File: config.mk
export PLATFORM = sky130hd
export DESIGN_NAME = ascii_hex_command_framer_unit
export DESIGN_NICKNAME = d
export VERILOG_FILES = /design/src/sv/acf_pkg.sv /design/src/sv/ascii_hex_command_framer_unit.sv /design/src/sv/acf_front.sv /design/src/sv/acf_queue.sv /design/src/sv/acf_back.sv
export SDC_FILE = /design/constraint.sdc
export NUM_CORES = 1
export LEC_CHECK = 0
export BUFFER_PORTS_ARGS = -buffer_cell sky130_fd_sc_hd__clkbuf_2
export CORE_MARGIN = 1.5
export CORE_UTILIZATION = 30
export DETAILED_ROUTE_END_ITERATION = 7
export HOLD_SLACK_MARGIN = 0.05
export PLACE_DENSITY = 0.46
export SLEW_MARGIN = 20
export SYNTH_ARGS = -nofsm -noshare
export SYNTH_HDL_FRONTEND = slang
export SYNTH_SLANG_ARGS = --single-unit
File: constraint.sdc
create_clock -name clk -period 3.99 [get_ports clk]
set_input_delay 0.798 -clock clk [delete_from_list [all_inputs] [get_ports clk]]
set_output_delay 0.798 -clock clk [all_outputs]
set_load 0.05 [all_outputs]
File: src/sv/acf_pkg.sv
// Shared types, constants and character tables for the ASCII hex command framer.
// No dependencies; used by every module of the framer.
package acf_pkg;

	// Framing characters
	localparam logic [7:0] CHR_STX = 8'h02;
	localparam logic [7:0] CHR_ETX = 8'h03;
	localparam logic [7:0] CHR_CR  = 8'h0D;

	// Command codes
	localparam logic [2:0] OP_HOF = 3'd0;
	localparam logic [2:0] OP_HON = 3'd1;
	localparam logic [2:0] OP_HRE = 3'd2;
	localparam logic [2:0] OP_HBV = 3'd3;
	localparam logic [2:0] OP_HGV = 3'd4;
	localparam logic [2:0] OP_HGC = 3'd5;
	localparam logic [2:0] OP_HPO = 3'd6;
	localparam logic [2:0] OP_HGS = 3'd7;

	// Default depth of the command queue between front and back
	localparam int QUEUE_DEPTH_DEF = 2;

	// Classified command, as held in the queue
	typedef struct packed {
		logic [2:0]  op;
		logic [15:0] value;
		logic [2:0]  ndig;   // value digits to send, 0..4
		logic [7:0]  csum;   // frame checksum
	} acf_desc_t;

	// Letter k (0..2) of the command chosen by op
	function automatic logic [7:0] cmd_letter(input logic [2:0] op, input logic [1:0] k);
		logic [7:0] c2;
		c2 = "H";
		unique case (op)
			OP_HOF:  c2 = "F";
			OP_HON:  c2 = "N";
			OP_HRE:  c2 = "E";
			OP_HBV:  c2 = "V";
			OP_HGV:  c2 = "V";
			OP_HGC:  c2 = "C";
			OP_HPO:  c2 = "O";
			OP_HGS:  c2 = "S";
			default: c2 = "S";
		endcase
		unique case (k)
			2'd0: return "H";
			2'd1: begin
				unique case (op)
					OP_HOF, OP_HON: return "O";
					OP_HRE:         return "R";
					OP_HBV:         return "B";
					OP_HPO:         return "P";
					default:        return "G";
				endcase
			end
			default: return c2;
		endcase
	endfunction

	function automatic logic [7:0] hex_lower(input logic [3:0] nib);
		return (nib < 4'd10) ? 8'("0") + 8'(nib) : 8'("a") + 8'(nib - 4'd10);
	endfunction

	function automatic logic [7:0] hex_upper(input logic [3:0] nib);
		return (nib < 4'd10) ? 8'("0") + 8'(nib) : 8'("A") + 8'(nib - 4'd10);
	endfunction

endpackage

File: src/sv/ascii_hex_command_framer_unit.sv
// ASCII hex command framer: STX, command letters, optional hex value, ETX,
// two-digit checksum, CR. The first byte passes the queue, sequencer and output register.
// Throughput: one frame byte per cycle while out_ready holds, so a command takes
// 8 to 12 bytes (8 plus the value digits).
// Commands queue up while a frame drains; the next frame follows with no gap.
// Reset clears the queue, the sequencer and the output valid.
module ascii_hex_command_framer_unit import acf_pkg::*; #(
	parameter int QueueDepth = QUEUE_DEPTH_DEF
) (
	input  logic        clk,
	input  logic        arst_n,
	input  logic        in_valid,
	output logic        in_ready,
	input  logic [2:0]  op,
	input  logic [15:0] value,
	output logic        out_valid,
	input  logic        out_ready,
	output logic [7:0]  frame_byte,
	output logic        last
);

	acf_desc_t front_desc;
	acf_desc_t q_desc;
	logic      q_full;
	logic      q_valid;
	logic      q_pop;

	acf_front u_front (
		.op    (op),
		.value (value),
		.desc  (front_desc)
	);

	assign in_ready = !q_full;

	acf_queue #(.Depth(QueueDepth)) u_queue (
		.clk      (clk),
		.arst_n   (arst_n),
		.wr_en    (in_valid && !q_full),
		.wr_desc  (front_desc),
		.full     (q_full),
		.rd_en    (q_pop),
		.rd_valid (q_valid),
		.rd_desc  (q_desc)
	);

	acf_back u_back (
		.clk        (clk),
		.arst_n     (arst_n),
		.q_valid    (q_valid),
		.q_desc     (q_desc),
		.q_pop      (q_pop),
		.out_valid  (out_valid),
		.out_ready  (out_ready),
		.frame_byte (frame_byte),
		.last       (last)
	);

endmodule

File: src/sv/acf_front.sv
// Front end of the framer: classifies a command and precomputes its checksum.
// Depends on acf_pkg.
module acf_front import acf_pkg::*; (
	input  logic [2:0]  op,
	input  logic [15:0] value,
	output acf_desc_t   desc
);

	logic [2:0] ndig;
	logic [7:0] sum;

	// Number of hex digits sent: only for set-voltage with a nonzero value
	always_comb begin
		ndig = 3'd0;
		if (op == OP_HBV) begin
			priority if (value[15:12] != 4'd0) ndig = 3'd4;
			else if (value[11:8] != 4'd0)      ndig = 3'd3;
			else if (value[7:4] != 4'd0)       ndig = 3'd2;
			else if (value[3:0] != 4'd0)       ndig = 3'd1;
			else                               ndig = 3'd0;
		end
	end

	// Checksum: framing, letters and sent digits, modulo 256
	always_comb begin
		sum = CHR_STX + CHR_ETX + cmd_letter(op, 2'd0) + cmd_letter(op, 2'd1)
			+ cmd_letter(op, 2'd2);
		for (int i = 0; i < 4; i++) begin
			if (3'(i) < ndig) sum = sum + hex_lower(value[i*4 +: 4]);
		end
	end

	assign desc = '{op: op, value: value, ndig: ndig, csum: sum};

endmodule

File: src/sv/acf_queue.sv
// Small FIFO of classified commands between the front and back ends.
// Depends on acf_pkg.
module acf_queue import acf_pkg::*; #(
	parameter int Depth = QUEUE_DEPTH_DEF
) (
	input  logic      clk,
	input  logic      arst_n,
	input  logic      wr_en,
	input  acf_desc_t wr_desc,
	output logic      full,
	input  logic      rd_en,
	output logic      rd_valid,
	output acf_desc_t rd_desc
);

	localparam int PW = (Depth > 1) ? $clog2(Depth) : 1;
	localparam int CW = $clog2(Depth + 1);

	acf_desc_t      mem_q [Depth];
	logic [PW-1:0]  wr_ptr_q;
	logic [PW-1:0]  rd_ptr_q;
	logic [CW-1:0]  count_q;

	assign full     = (count_q == CW'(Depth));
	assign rd_valid = (count_q != '0);
	assign rd_desc  = mem_q[rd_ptr_q];

	// Storage
	always_ff @(posedge clk) begin
		if (wr_en) mem_q[wr_ptr_q] <= wr_desc;
	end

	// Pointers and fill count
	always_ff @(posedge clk or negedge arst_n) begin
		if (!arst_n) begin
			wr_ptr_q <= '0;
			rd_ptr_q <= '0;
			count_q  <= '0;
		end else begin
			if (wr_en) wr_ptr_q <= (wr_ptr_q == PW'(Depth - 1)) ? '0 : wr_ptr_q + 1'b1;
			if (rd_en) rd_ptr_q <= (rd_ptr_q == PW'(Depth - 1)) ? '0 : rd_ptr_q + 1'b1;
			unique case ({wr_en, rd_en})
				2'b10:   count_q <= count_q + 1'b1;
				2'b01:   count_q <= count_q - 1'b1;
				default: count_q <= count_q;
			endcase
		end
	end

endmodule

File: src/sv/acf_back.sv
// Back end of the framer: walks a queued command out one frame byte per transfer.
// Depends on acf_pkg.
module acf_back import acf_pkg::*; (
	input  logic       clk,
	input  logic       arst_n,
	input  logic       q_valid,
	input  acf_desc_t  q_desc,
	output logic       q_pop,
	output logic       out_valid,
	input  logic       out_ready,
	output logic [7:0] frame_byte,
	output logic       last
);

	acf_desc_t  desc_q;
	logic       busy_q;
	logic [3:0] idx_q;
	logic       out_valid_q;
	logic [7:0] byte_q;
	logic       last_q;

	logic       emit;
	logic       is_last;
	logic [3:0] etx_pos;
	logic [3:0] nib_idx;
	logic [7:0] nxt_byte;

	assign etx_pos = 4'd4 + 4'(desc_q.ndig);
	assign is_last = (idx_q == etx_pos + 4'd3);
	assign emit    = busy_q && (!out_valid_q || out_ready);
	assign q_pop   = q_valid && (!busy_q || (emit && is_last));
	assign nib_idx = 4'(desc_q.ndig) + 4'd3 - idx_q;

	// Byte at the current frame position
	always_comb begin
		priority if (idx_q == 4'd0)       nxt_byte = CHR_STX;
		else if (idx_q < 4'd4)            nxt_byte = cmd_letter(desc_q.op, idx_q[1:0] - 2'd1);
		else if (idx_q < etx_pos)         nxt_byte = hex_lower(desc_q.value[nib_idx[1:0]*4 +: 4]);
		else if (idx_q == etx_pos)        nxt_byte = CHR_ETX;
		else if (idx_q == etx_pos + 4'd1) nxt_byte = hex_upper(desc_q.csum[7:4]);
		else if (idx_q == etx_pos + 4'd2) nxt_byte = hex_upper(desc_q.csum[3:0]);
		else                              nxt_byte = CHR_CR;
	end

	// Sequencer: load next command right behind the closing byte
	always_ff @(posedge clk or negedge arst_n) begin
		if (!arst_n) begin
			busy_q <= 1'b0;
			idx_q  <= '0;
		end else if (q_pop) begin
			busy_q <= 1'b1;
			idx_q  <= '0;
		end else if (emit) begin
			idx_q <= idx_q + 4'd1;
			if (is_last) busy_q <= 1'b0;
		end
	end

	always_ff @(posedge clk) begin
		if (q_pop) desc_q <= q_desc;
	end

	// Output register
	always_ff @(posedge clk or negedge arst_n) begin
		if (!arst_n) begin
			out_valid_q <= 1'b0;
		end else if (emit) begin
			out_valid_q <= 1'b1;
		end else if (out_ready) begin
			out_valid_q <= 1'b0;
		end
	end

	always_ff @(posedge clk) begin
		if (emit) begin
			byte_q <= nxt_byte;
			last_q <= is_last;
		end
	end

	assign out_valid  = out_valid_q;
	assign frame_byte = byte_q;
	assign last       = last_q;

endmodule

==> reports/results.ini <==
[outcome]
status = finished, violations left
violations = negative setup slack

[timing]
skew_ps = 11.77
max_freq_mhz = 162.8
fin_ws_ps = -2152
setup_violations = 14
rsz0062_at_grt = yes
tightest_slew_ps = 740.5
min_period_over_period = 1.539
period_needed_ps = 6142
drv_slew = 0
hold_viol = 0
slew_headroom = 0.5022

[route]
topRoutingLayerUsed = met4
wl_met3_um = 196
drc = 0
vias = 5667
drt_iter0_drc = 194
wl_met1_um = 7826
viasPerCell = 4.664
final_antenna_net_count = 0
wl_met2_um = 9638
drt-wirelength-per-cell_um = 14.77
dr.pass1.iters = 4
drt-total-wl_um = 17950

[yosys]
synth_cells = 700
async_flop_share = 0.09174
seq_area_frac_synth = 0.4204
syn_area_um2 = 7667
ys.flop_type = edfxtp_1
ys_seq_elements = 109
synth-edff-count = 99
syn_avg_cell_area_um2 = 10.95
synth.distinct_cells = 58
syn-num-nets = 819
ys_warn_count = 0

[cts]
cts.sinks = 109
cts-root-buf = clkbuf_16
clockBufferDepth = 2
numCtsBuffers = 9
clk_latency_ps = 340
htreeDepth = 3
cts_hold_buf = 0
cts_tree = yes
path_clk_slew_ps = 70

[placed_design]
portBuffers = 33
place_area_um2 = 9331
dp_slack_ps = -2780
gp_congestion = 0.8778
place_hpwl_um = 14040

[grt]
grt_pass1_wl_um = 29060
track_usage = 0.1388
grt_pass1_vias = 5957
overflow = 0
grt_max_degree = 37
antenna_found_initial = 0

[floorplanning]
die_x_um = 162.9
row_count = 58
io_pins = 34
dieArea_um2 = 26530
fp.dieH_um = 162.9
start_util = 0.3054
fp.coreArea_um2 = 25110

[setup_path]
ff2ff_path_depth = 10
cp_slowest_cell = a221o_1
arrival_ps = 6220
reg2reg_to = u_back.frame_byte[6]
r2r_setup_slack_ps = 910
reg2reg_from = u_back.idx_q[0]
critical_path.startpoint_type = primary input
max_stage_delay_ps = 360
path_class = in2reg
required_ps = 4070
cpMostUsedCell = ha_4
path_max_fanout = 4
end_kind = flip-flop

[final_layout]
area_growth_pct = 35.17
final_area_um2 = 10360
nets = 999
final_common_cell = buf_4
layout-drive-gt1-share = 0.3864
diodes = 0
mostFrequentLayoutCells = buf_4, edfxtp_1, ha_1, inv_1, nor2_1

[flow_run]
maxCapViolations = 0

[power]
peakVddDrop_mv = 0.4391
powerDensity_nw_per_um2 = 604.7
leakage_nw = 4.285

[hold_path]
min_path_type = in2async

==> per-layer routing <==
| metal | vias up | track usage |
|---|---|---|
| met5 | - | 0 |
| li1 | 2860 | - |
| met3 | 20 | 0.01273 |
| met2 | 42 | 0.2685 |
| met4 | 0 | 0.03503 |
| met1 | 2745 | 0.1622 |
==> sequential cells by signal, summed over array words and instances, names as in the netlist <==
name,cells
u_back.busy_q,1
u_back.last,1
u_back.idx_q,4
u_back.out_valid,1
u_queue.wr_ptr_q,1
u_queue.mem_q,60
u_queue.rd_ptr_q,1
u_back.frame_byte,8
u_queue.count_q,2
u_back.desc_q,30
==> Yosys cell counts (7+ instances only) <==
cell type,instances,share of area
a21o_1,12,0.012
mux2i_1,10,0.013
a211oi_1,12,0.012
o21ai_0,42,0.027
xor2_1,34,0.039
inv_1,58,0.028
a21oi_1,42,0.027
nand3_1,16,0.010
ha_1,91,0.15
xnor2_1,31,0.035
clkbuf_1,11,0.0054
o21a_1,10,0.0098
nand3b_1,7,0.0069
edfxtp_1,99,0.39
mux2_2,45,0.066
nand2b_1,10,0.0082
nor2_1,46,0.023
dfrtp_1,10,0.033
nand2_1,37,0.018
==> critical path, delay by kind of cell <==
| family | cells | cell delay [ps] |
|---|---|---|
| multiplexers | 1 | 280 |
| buffers and inverters | 2 | 180 |
| adder cells (fa/ha/maj) | 7 | 1630 |
| AND/OR/NAND/NOR | 4 | 780 |
| XOR/XNOR | 6 | 780 |
| AO/OA/AOI/OAI | 11 | 1770 |
==> stage by stage <==
stage               total power [mW]    util  TNS (ps)  hold slack, ps  std cells
global placement               4.846  0.3716    -30440           472.3       1158
detailed placement             4.930  0.3716    -32280           476.7       1158
floorplan                      4.061       -    -19500           448.4        700
finish                         6.267  0.4127    -22540           309.2       1215
CTS                            6.125  0.4020    -21810           306.3       1204
global route                   6.730  0.4127    -25360           320.6       1215
==> final cells by class <==
type | instances | area [um2]
clock inverters | 6 | 76.32
repair buffers | 188 | 1376
clock buffers | 10 | 229.0
multi-input cells | 514 | 4820
fillers | 2406 | 14750
inverters | 58 | 225.2
well taps | 330 | 412.9
flip-flops and latches | 109 | 3224
==> worst max-delay path by stage <==
| stage | cells past startpoint | endpoint | slack [ps] | startpoint |
|---|---|---|---|---|
| 2_1_floorplan | 30 | u_queue.mem_q[0][7] | -2120 | op[0] |
| 3_3_place_gp | 30 | u_queue.mem_q[0][7] | -2670 | op[1] |
| 3_5_place_dp | 30 | u_queue.mem_q[0][7] | -2780 | op[1] |
| 4_1_cts | 31 | u_queue.mem_q[0][7] | -2100 | op[0] |
| 5_1_grt | 31 | u_queue.mem_q[0][7] | -2410 | op[0] |
| 6_report | 31 | u_queue.mem_q[0][7] | -2150 | op[0] |
==> timing repair <==
| action | 4_1_cts | 5_1_grt |
|---|---|---|
| endpoints found under the setup margin | 16 | 16 |
| gates resized for setup | 47 | 32 |
| buffers inserted | 30 | 11 |
| pin swaps | 38 | 22 |
==> kinds of logic after synthesis <==
family,Yosys count,synth area share
other,1,0.0004891
flip-flops,109,0.4204
XOR/XNOR,65,0.07425
adder cells (fa/ha/maj),96,0.1616
multiplexers,59,0.09090
buffers and inverters,77,0.03884
AO/OA/AOI/OAI,144,0.1154
AND/OR/NAND/NOR,149,0.09824
==> report_power, final <==
group	switching, mW	internal, mW
clock network	0.411	0.500
registers	0.186	1.65
logic	1.75	1.77
Power figures use the tool's default switching activity.
